===== src/rtl/wmpre_pkg.sv =====
// ----------------------------------------------------------------------------
// wmpre_pkg
// Shared types and constants of the wedge-masked pixel run encoder.
// ----------------------------------------------------------------------------
package wmpre_pkg;

  localparam int unsigned FRAME_WIDTH  = 480;
  localparam int unsigned FRAME_HEIGHT = 272;

  localparam int unsigned CoordW  = 9;
  localparam int unsigned TallyW  = 16;
  localparam int unsigned SlopeW  = 32;
  localparam int unsigned IcptW   = 48;
  localparam int unsigned ProdW   = CoordW + 1 + SlopeW;  // signed x times slope
  localparam int unsigned SumW    = 50;                   // edge test value, Q.16
  localparam int unsigned FracW   = 16;
  localparam int unsigned DataW   = 64;
  localparam int unsigned AddrW   = 6;

  localparam logic [TallyW-1:0] TallyMax = '1;

  typedef enum logic [2:0] {
    REG_SLOPE_FIRST      = 3'd0,
    REG_INTERCEPT_FIRST  = 3'd1,
    REG_SLOPE_SECOND     = 3'd2,
    REG_INTERCEPT_SECOND = 3'd3,
    REG_SIDE_MODE        = 3'd4
  } reg_idx_e;

  typedef struct packed {
    logic [SlopeW-1:0] slope_first;
    logic [IcptW-1:0]  intercept_first;
    logic [SlopeW-1:0] slope_second;
    logic [IcptW-1:0]  intercept_second;
    logic [1:0]        side_mode;
  } cfg_t;

  // Pixel position and frame markers carried along with each item.
  typedef struct packed {
    logic              pix;
    logic [CoordW-1:0] x;
    logic [CoordW-1:0] y;
    logic              row_end;
    logic              frame_last;
  } pix_t;

endpackage


===== src/rtl/wmpre_cfg.sv =====
// ----------------------------------------------------------------------------
// wmpre_cfg
// APB-style register file holding the two wedge edges and the side mode.
// ----------------------------------------------------------------------------
module wmpre_cfg import wmpre_pkg::*; (
  input  logic             clk_i,
  input  logic             rst_ni,
  input  logic             psel,
  input  logic             penable,
  input  logic             pwrite,
  input  logic [AddrW-1:0] paddr,
  input  logic [DataW-1:0] pwdata,
  output logic [DataW-1:0] prdata,
  output logic             pready,
  output cfg_t             cfg_o
);

  cfg_t     cfg_q, cfg_d;
  reg_idx_e idx;
  logic     wr_en;

  assign idx    = reg_idx_e'(paddr[AddrW-1:3]);
  assign wr_en  = psel && penable && pwrite;
  assign pready = 1'b1;
  assign cfg_o  = cfg_q;

  always_comb begin
    cfg_d = cfg_q;
    if (wr_en) begin
      unique case (idx)
        REG_SLOPE_FIRST:      cfg_d.slope_first      = pwdata[SlopeW-1:0];
        REG_INTERCEPT_FIRST:  cfg_d.intercept_first  = pwdata[IcptW-1:0];
        REG_SLOPE_SECOND:     cfg_d.slope_second     = pwdata[SlopeW-1:0];
        REG_INTERCEPT_SECOND: cfg_d.intercept_second = pwdata[IcptW-1:0];
        REG_SIDE_MODE:        cfg_d.side_mode        = pwdata[1:0];
        default:              cfg_d = cfg_q;
      endcase
    end
  end

  always_comb begin
    unique case (idx)
      REG_SLOPE_FIRST:      prdata = DataW'(cfg_q.slope_first);
      REG_INTERCEPT_FIRST:  prdata = DataW'(cfg_q.intercept_first);
      REG_SLOPE_SECOND:     prdata = DataW'(cfg_q.slope_second);
      REG_INTERCEPT_SECOND: prdata = DataW'(cfg_q.intercept_second);
      REG_SIDE_MODE:        prdata = DataW'(cfg_q.side_mode);
      default:              prdata = '0;
    endcase
  end

  always_ff @(posedge clk_i or negedge rst_ni) begin
    if (!rst_ni) begin
      cfg_q <= '0;
    end else begin
      cfg_q <= cfg_d;
    end
  end

endmodule


===== src/rtl/wmpre_edge.sv =====
// ----------------------------------------------------------------------------
// wmpre_edge
// One half-plane test: registers x*slope and intercept-y, then compares the
// sum strictly against zero with optional inversion.
// ----------------------------------------------------------------------------
module wmpre_edge import wmpre_pkg::*; (
  input  logic              clk_i,
  input  logic              en_i,
  input  logic [CoordW-1:0] x_i,
  input  logic [CoordW-1:0] y_i,
  input  logic [SlopeW-1:0] slope_i,
  input  logic [IcptW-1:0]  intercept_i,
  input  logic              invert_i,
  output logic              pass_o
);

  logic signed [ProdW-1:0] prod_d;
  logic        [ProdW-1:0] prod_q;
  logic        [SumW-1:0]  base_d, base_q;
  logic        [SumW-1:0]  sum;

  assign prod_d = $signed({1'b0, x_i}) * $signed(slope_i);
  assign base_d = {{(SumW-IcptW){intercept_i[IcptW-1]}}, intercept_i}
                - {{(SumW-CoordW-FracW){1'b0}}, y_i, {FracW{1'b0}}};

  always_ff @(posedge clk_i) begin
    if (en_i) begin
      prod_q <= prod_d;
      base_q <= base_d;
    end
  end

  assign sum    = {{(SumW-ProdW){prod_q[ProdW-1]}}, prod_q} + base_q;
  assign pass_o = (!sum[SumW-1] && (sum != '0)) ^ invert_i;

endmodule


===== src/rtl/wmpre_tracker.sv =====
// ----------------------------------------------------------------------------
// wmpre_tracker
// Run tracker and result register: opens, extends and closes runs, keeps the
// frame's run tally and holds one result until it is taken.
// ----------------------------------------------------------------------------
module wmpre_tracker import wmpre_pkg::*; (
  input  logic              clk_i,
  input  logic              rst_ni,
  input  logic              item_valid_i,
  input  pix_t              item_i,
  input  logic              pass_first_i,
  input  logic              pass_second_i,
  output logic              take_o,
  output logic              result_valid_o,
  input  logic              result_ready_i,
  output logic              run_valid_o,
  output logic [CoordW-1:0] run_start_x_o,
  output logic [CoordW-1:0] run_row_o,
  output logic [CoordW-1:0] run_extra_o,
  output logic              frame_end_o,
  output logic [TallyW-1:0] runs_in_frame_o
);

  logic              open_q, open_d;
  logic [CoordW-1:0] start_q, start_d;
  logic [CoordW-1:0] extra_q, extra_d;
  logic [TallyW-1:0] tally_q, tally_d, tally_mid;
  logic              out_valid_q, out_valid_d;
  logic              run_valid_q, frame_end_q;
  logic [CoordW-1:0] start_out_q, row_out_q, extra_out_q;
  logic [TallyW-1:0] runs_out_q;

  logic qualify, emit, fire, load;

  assign take_o  = !out_valid_q || result_ready_i;
  assign fire    = item_valid_i && take_o;
  assign qualify = item_i.pix && pass_first_i && pass_second_i;
  // a run closes on a non-qualifying pixel, or at the row's last column
  assign emit    = (open_q && !qualify) || (item_i.row_end && qualify);
  assign load    = fire && (emit || item_i.frame_last);

  always_comb begin
    start_d = start_q;
    extra_d = extra_q;
    if (qualify) begin
      if (!open_q) begin
        start_d = item_i.x;
        extra_d = '0;
      end else begin
        extra_d = extra_q + CoordW'(1);
      end
    end
    open_d    = qualify && !item_i.row_end;
    tally_mid = (emit && tally_q != TallyMax) ? tally_q + TallyW'(1) : tally_q;
    tally_d   = item_i.frame_last ? '0 : tally_mid;
  end

  always_comb begin
    out_valid_d = out_valid_q;
    if (load) begin
      out_valid_d = 1'b1;
    end else if (result_ready_i) begin
      out_valid_d = 1'b0;
    end
  end

  always_ff @(posedge clk_i or negedge rst_ni) begin
    if (!rst_ni) begin
      open_q      <= 1'b0;
      start_q     <= '0;
      extra_q     <= '0;
      tally_q     <= '0;
      out_valid_q <= 1'b0;
    end else begin
      out_valid_q <= out_valid_d;
      if (fire) begin
        open_q  <= open_d;
        start_q <= start_d;
        extra_q <= extra_d;
        tally_q <= tally_d;
      end
    end
  end

  always_ff @(posedge clk_i) begin
    if (load) begin
      run_valid_q <= emit;
      start_out_q <= emit ? start_d : '0;
      row_out_q   <= emit ? item_i.y : '0;
      extra_out_q <= emit ? extra_d : '0;
      frame_end_q <= item_i.frame_last;
      runs_out_q  <= tally_mid;
    end
  end

  assign result_valid_o  = out_valid_q;
  assign run_valid_o     = run_valid_q;
  assign run_start_x_o   = start_out_q;
  assign run_row_o       = row_out_q;
  assign run_extra_o     = extra_out_q;
  assign frame_end_o     = frame_end_q;
  assign runs_in_frame_o = runs_out_q;

`ifndef SYNTH
  a_result_has_cause: assert property (@(posedge clk_i) disable iff (!rst_ni)
    out_valid_q |-> (run_valid_q || frame_end_q))
    else $error("result with neither run nor frame end");

  a_run_fits_row: assert property (@(posedge clk_i) disable iff (!rst_ni)
    (out_valid_q && run_valid_q) |->
      ((11'(start_out_q) + 11'(extra_out_q)) < 11'(FRAME_WIDTH)))
    else $error("run reaches past the row end");

  a_row_end_closes: assert property (@(posedge clk_i) disable iff (!rst_ni)
    (fire && item_i.row_end) |=> !open_q)
    else $error("run left open across a row end");

  a_frame_clears_tally: assert property (@(posedge clk_i) disable iff (!rst_ni)
    (fire && item_i.frame_last) |=> (tally_q == '0))
    else $error("run tally not cleared at frame end");
`endif

endmodule


===== src/rtl/wedge_masked_pixel_run_encoder_core.sv =====
// ----------------------------------------------------------------------------
// wedge_masked_pixel_run_encoder_core
// Raster pixel run encoder with a wedge mask of first and second edges and APB configuration.
// ----------------------------------------------------------------------------
// Pipeline: an accepted pixel passes the position register, the product register
//   and then the result register.
// Throughput: one pixel per cycle; the stages stall only on result backpressure.
// Reset: rst_ni clears the registers, position counters, run state and tally.
// ----------------------------------------------------------------------------
module wedge_masked_pixel_run_encoder_core import wmpre_pkg::*; (
  input  logic              clk_i,
  input  logic              rst_ni,
  input  logic              psel,
  input  logic              penable,
  input  logic              pwrite,
  input  logic [AddrW-1:0]  paddr,
  input  logic [DataW-1:0]  pwdata,
  output logic [DataW-1:0]  prdata,
  output logic              pready,
  input  logic              pixel_valid_i,
  output logic              pixel_ready_o,
  input  logic              pixel_on_i,
  output logic              result_valid_o,
  input  logic              result_ready_i,
  output logic              run_valid_o,
  output logic [CoordW-1:0] run_start_x_o,
  output logic [CoordW-1:0] run_row_o,
  output logic [CoordW-1:0] run_extra_o,
  output logic              frame_end_o,
  output logic [TallyW-1:0] runs_in_frame_o
);

  cfg_t              cfg;
  logic [CoordW-1:0] col_q, col_d, row_q, row_d;
  logic              row_end, frame_last;
  pix_t              a_q, b_q;
  logic              a_valid_q, b_valid_q;
  logic              a_free, b_free, a_adv, b_adv, in_fire, take;
  logic              pass_first, pass_second;

  wmpre_cfg u_cfg (
    .clk_i   (clk_i),
    .rst_ni  (rst_ni),
    .psel    (psel),
    .penable (penable),
    .pwrite  (pwrite),
    .paddr   (paddr),
    .pwdata  (pwdata),
    .prdata  (prdata),
    .pready  (pready),
    .cfg_o   (cfg)
  );

  // handshake chain back from the result register
  assign b_free        = !b_valid_q || take;
  assign b_adv         = b_valid_q && take;
  assign a_free        = !a_valid_q || b_free;
  assign a_adv         = a_valid_q && b_free;
  assign pixel_ready_o = a_free;
  assign in_fire       = pixel_valid_i && a_free;

  assign row_end    = col_q >= CoordW'(FRAME_WIDTH - 1);
  assign frame_last = row_end && (row_q >= CoordW'(FRAME_HEIGHT - 1));

  always_comb begin
    col_d = col_q + CoordW'(1);
    row_d = row_q;
    if (row_end) begin
      col_d = '0;
      row_d = frame_last ? '0 : row_q + CoordW'(1);
    end
  end

  always_ff @(posedge clk_i or negedge rst_ni) begin
    if (!rst_ni) begin
      col_q     <= '0;
      row_q     <= '0;
      a_valid_q <= 1'b0;
      b_valid_q <= 1'b0;
    end else begin
      if (in_fire) begin
        col_q <= col_d;
        row_q <= row_d;
      end
      if (a_free) begin
        a_valid_q <= pixel_valid_i;
      end
      if (b_free) begin
        b_valid_q <= a_valid_q;
      end
    end
  end

  always_ff @(posedge clk_i) begin
    if (in_fire) begin
      a_q <= '{pix: pixel_on_i, x: col_q, y: row_q, row_end: row_end,
               frame_last: frame_last};
    end
    if (a_adv) begin
      b_q <= a_q;
    end
  end

  wmpre_edge u_edge_first (
    .clk_i       (clk_i),
    .en_i        (a_adv),
    .x_i         (a_q.x),
    .y_i         (a_q.y),
    .slope_i     (cfg.slope_first),
    .intercept_i (cfg.intercept_first),
    .invert_i    (cfg.side_mode[0]),
    .pass_o      (pass_first)
  );

  wmpre_edge u_edge_second (
    .clk_i       (clk_i),
    .en_i        (a_adv),
    .x_i         (a_q.x),
    .y_i         (a_q.y),
    .slope_i     (cfg.slope_second),
    .intercept_i (cfg.intercept_second),
    .invert_i    (cfg.side_mode[1]),
    .pass_o      (pass_second)
  );

  wmpre_tracker u_tracker (
    .clk_i           (clk_i),
    .rst_ni          (rst_ni),
    .item_valid_i    (b_adv),
    .item_i          (b_q),
    .pass_first_i    (pass_first),
    .pass_second_i   (pass_second),
    .take_o          (take),
    .result_valid_o  (result_valid_o),
    .result_ready_i  (result_ready_i),
    .run_valid_o     (run_valid_o),
    .run_start_x_o   (run_start_x_o),
    .run_row_o       (run_row_o),
    .run_extra_o     (run_extra_o),
    .frame_end_o     (frame_end_o),
    .runs_in_frame_o (runs_in_frame_o)
  );

endmodule


===== config.mk =====
export PLATFORM = sky130hd
export DESIGN_NAME = wedge_masked_pixel_run_encoder_core
export DESIGN_NICKNAME = d
export VERILOG_FILES = /design/src/rtl/wmpre_pkg.sv /design/src/rtl/wmpre_cfg.sv /design/src/rtl/wmpre_edge.sv /design/src/rtl/wmpre_tracker.sv /design/src/rtl/wedge_masked_pixel_run_encoder_core.sv
export SDC_FILE = /design/constraint.sdc
export NUM_CORES = 2
export LEC_CHECK = 0
export BUFFER_PORTS_ARGS = -buffer_cell sky130_fd_sc_hd__buf_2
export CAP_MARGIN = 20
export CORE_AREA = 5 5 282 340
export DETAILED_ROUTE_END_ITERATION = 16
export DIE_AREA = 0 0 287 345
export MAX_ROUTING_LAYER = met4
export PLACE_DENSITY = 0.66
export REMOVE_ABC_BUFFERS = 1
export SLEW_MARGIN = 20
export SYNTH_ARGS = -nofsm -noshare
export SYNTH_HDL_FRONTEND = slang
export SYNTH_SLANG_ARGS = --single-unit

===== constraint.sdc =====
create_clock -name clk_i -period 9.9 [get_ports clk_i]
set_input_delay 0 -clock clk_i [delete_from_list [all_inputs] [get_ports clk_i]]
set_output_delay 0 -clock clk_i [all_outputs]
set_load 0.05 [all_outputs]

==> results.yml <==
route:
  wl_per_cell_um: 20.3
  dr.pass1.iters: 6
  routed_wl_mm: 120
  vias: 33200
  drc: 0
  ant_nets: 0
  drtIter0Drc: 2051
  via_per_inst: 5.62
synth:
  syn_area_um2: 45700
  synth.ff_latch_count: 487
  synthTopCellsByCount: "570 x inv_1, 472 x fa_1, 429 x nand2_1"
  seq_area_frac_synth: 0.296
  synth_ff_type: "edfxtp_1"
  avgSynthCellArea_um2: 10.1
  synthTopCellsByArea: "fa_1 21%, edfxtp_1 18%, dfrtp_1 12%, ha_1 8.2%, inv_1 4.7%"
  synth_area_leader_cell: "fa_1"
  synth_edf_count: 269
  synth_warnings: 0
  yosysMostFrequentCell: "inv_1"
  synth_top_area_share: 0.207
  yosysUniqueCellTypes: 98
  syn_inst: 4523
  synthArstFlopShare: 0.448
cts:
  clk_pin_slew_ns: 0.06
  cts.sinks: 487
  cts_buffers: 54
  clk_path_buf_depth: 3
  htree_levels: 2
  ctsResizeCount: 0
  clock_latency_ns: 0.65
  postCtsSetupRepairBufs: 0
  cts-root-buf: "clkbuf_16"
  cts_tree: "done"
floorplan:
  core_area_um2: 92600
  io_pins: 190
  die_x_um: 287
  placementRows: 123
  chipHeight_um: 345
  die_area_um2: 99000
  initial_utilization: 0.493
setup_path:
  start_kind: "register"
  critPathRequiredTime_ns: 10.27
  crit_start: "a_q[12]"
  worstReg2RegStart: "a_q[12]"
  path_class: "register to register"
  critPathMaxStageDelay_ns: 1.01
  cp.arrival_ns: 8.59
  slowest_stage: "edfxtp_1"
  r2r_cells: 28
  rr_endpoint: "u_edge_second.prod_q[41]"
  cp-end-kind: "register"
  crit_path_end: "u_edge_second.prod_q[41]"
  crit_top_cell: "fa_1"
  rrSetupSlack_ns: 1.68
  path_max_fanout: 33
pwr:
  power_leakage_nw: 23.5
  power_mw: 17.8
  powerDensity_nw_per_um2: 357
  ir_worst_vdd_mv: 0.201
final_layout:
  fillers: 8335
  finalNetCount: 5447
  synthToLayoutAreaGrowth_pct: 9.25
  drive_above_1_share: 0.104
placed_design:
  port_buffers: 153
  gp_congestion: 0.930
  hpwl_mm: 92.4
global_routing:
  grt.total_usage: 0.247
  grt_max_degree: 79
  antenna_found_initial: 10
  grt_pass1_wl_mm: 189
  grt_pass1_vias: 33500
  grt_remaining_overflow: 0
sta:
  tightestPinTransition_ns: 1.01
  setup_viol: 0
  max_slew_margin: 0.319
  skew_ns: 0.0562
  rsz0062_at_grt: "false"
  finalCritPeriodShare: 0.831
  max_clock_freq_ghz: 0.122
  fin_tns_setup_ns: 0
  drv_slew: 0
  finalHoldViolCount: 0
  post-route-min-period_ns: 8.22
flow_run:
  max-cap-violations: 0
outcome:
  status: "complete, no violations"
hold_path:
  hold_class: "input port to register"
[area by class of cell]
cell class / instances / area, um^2 / share of cell area
Clock buffer: 73 / 1520 / 0.0305
Sequential cell: 487 / 13500 / 0.271
Clock inverter: 29 / 278 / 0.00557
Timing Repair Buffer: 247 / 1730 / 0.0347
Multi-Input combinational cell: 3237 / 29100 / 0.583
Tap cell: 1250 / 1560 / 0.0313
Antenna cell: 11 / 27.5 / 0.000552
Inverter: 572 / 2150 / 0.0430
[state kept, by name, summed over array words and instances (netlist names), 9 cells and up]
| register | flops |
|---|---|
| row_q | 9 |
| u_tracker.run_row_o | 9 |
| b_q | 21 |
| u_tracker.tally_q | 16 |
| u_cfg.cfg_o | 162 |
| u_edge_first.prod_q | 42 |
| u_edge_second.prod_q | 42 |
| u_tracker.extra_q | 9 |
| u_tracker.start_q | 9 |
| u_tracker.runs_in_frame_o | 16 |
| col_q | 9 |
| u_edge_first.base_q | 49 |
| u_tracker.run_extra_o | 9 |
| a_q | 21 |
| u_tracker.run_start_x_o | 9 |
| u_edge_second.base_q | 49 |
[per-stage QoR]
step | area (um^2) | hold WS, ns | instances | utilization | setup WS [ns]
global route | 49900 | 0.0803 | 5903 | 0.539 | 1.07
floorplan | 44700 | -0.296 | 4296 | - | 2.06
global placement | 47300 | 0.00508 | 5726 | 0.511 | 1.61
finish | 49900 | 0.0956 | 5906 | 0.539 | 1.68
CTS | 49800 | 0.0638 | 5891 | 0.537 | 1.66
detailed placement | 47400 | 0.00946 | 5728 | 0.511 | 1.74
[logic make-up (layout without fill, tap and decap cells)]
logic type / count (synthesis) / count (layout) / share of synthesized area
fa+ha+maj: 770 / 770 / 0.288
mux: 192 / 192 / 0.0470
simple gates: 1304 / 1304 / 0.145
xor+xnor: 206 / 206 / 0.0401
other cells: 2 / 28 / 0.000164
compound gates: 748 / 748 / 0.114
buf+inv: 814 / 921 / 0.0691
flops: 487 / 487 / 0.296
[layer usage]
metal | vias to the layer above | track usage | share of wire
li1 | 15400 | - | -
met1 | 16700 | 0.324 | 0.43
met5 | - | - | 0
met3 | 181 | 0.0332 | 0.054
met4 | 0 | 0.0895 | 0.044
met2 | 895 | 0.395 | 0.48
[worst min path at each step]
stage	startpoint	to	cells after the start
2_1_floorplan	rst_ni	a_valid_q	0
3_3_place_gp	rst_ni	u_tracker.tally_q[7]	1
3_5_place_dp	rst_ni	u_tracker.tally_q[5]	1
4_1_cts	pixel_on_i	a_q[20]	2
5_1_grt	pixel_on_i	a_q[20]	2
6_report	pixel_on_i	a_q[20]	2
[report_power, final]
group / switching (mW) / leakage, nW / internal, mW
Combinational: 7.09 / 17.1 / 4.91
Sequential: 0.606 / 5.46 / 3.20
Clock: 0.871 / 0.873 / 1.15
[what timing repair did]
action	in CTS	in global routing
endpoints found under the hold margin	240	0
hold buffers	61	0
endpoints found under the setup margin	0	0
[placed cells by master (no fill, tap or decap), types with 169 or more instances in the layout]
cell type,count
ha_1,298
nor2_1,177
nand2_1,429
fa_1,472
edfxtp_1,269
dfrtp_1,218
a21oi_1,180
mux2_2,169
and2_1,334
inv_1,570
[worst max-delay path: cells and delay by family, from the launching register on]
family	cells	cell delay (ns)
AND/OR/NAND/NOR	3	0.32
flip-flops	1	1.01
XOR/XNOR	1	0.08
adder cells (fa/ha/maj)	6	2.86
AO/OA/AOI/OAI	14	2.98
buffers and inverters	4	0.67
No activity file was read; power rests on OpenSTA's default activity.
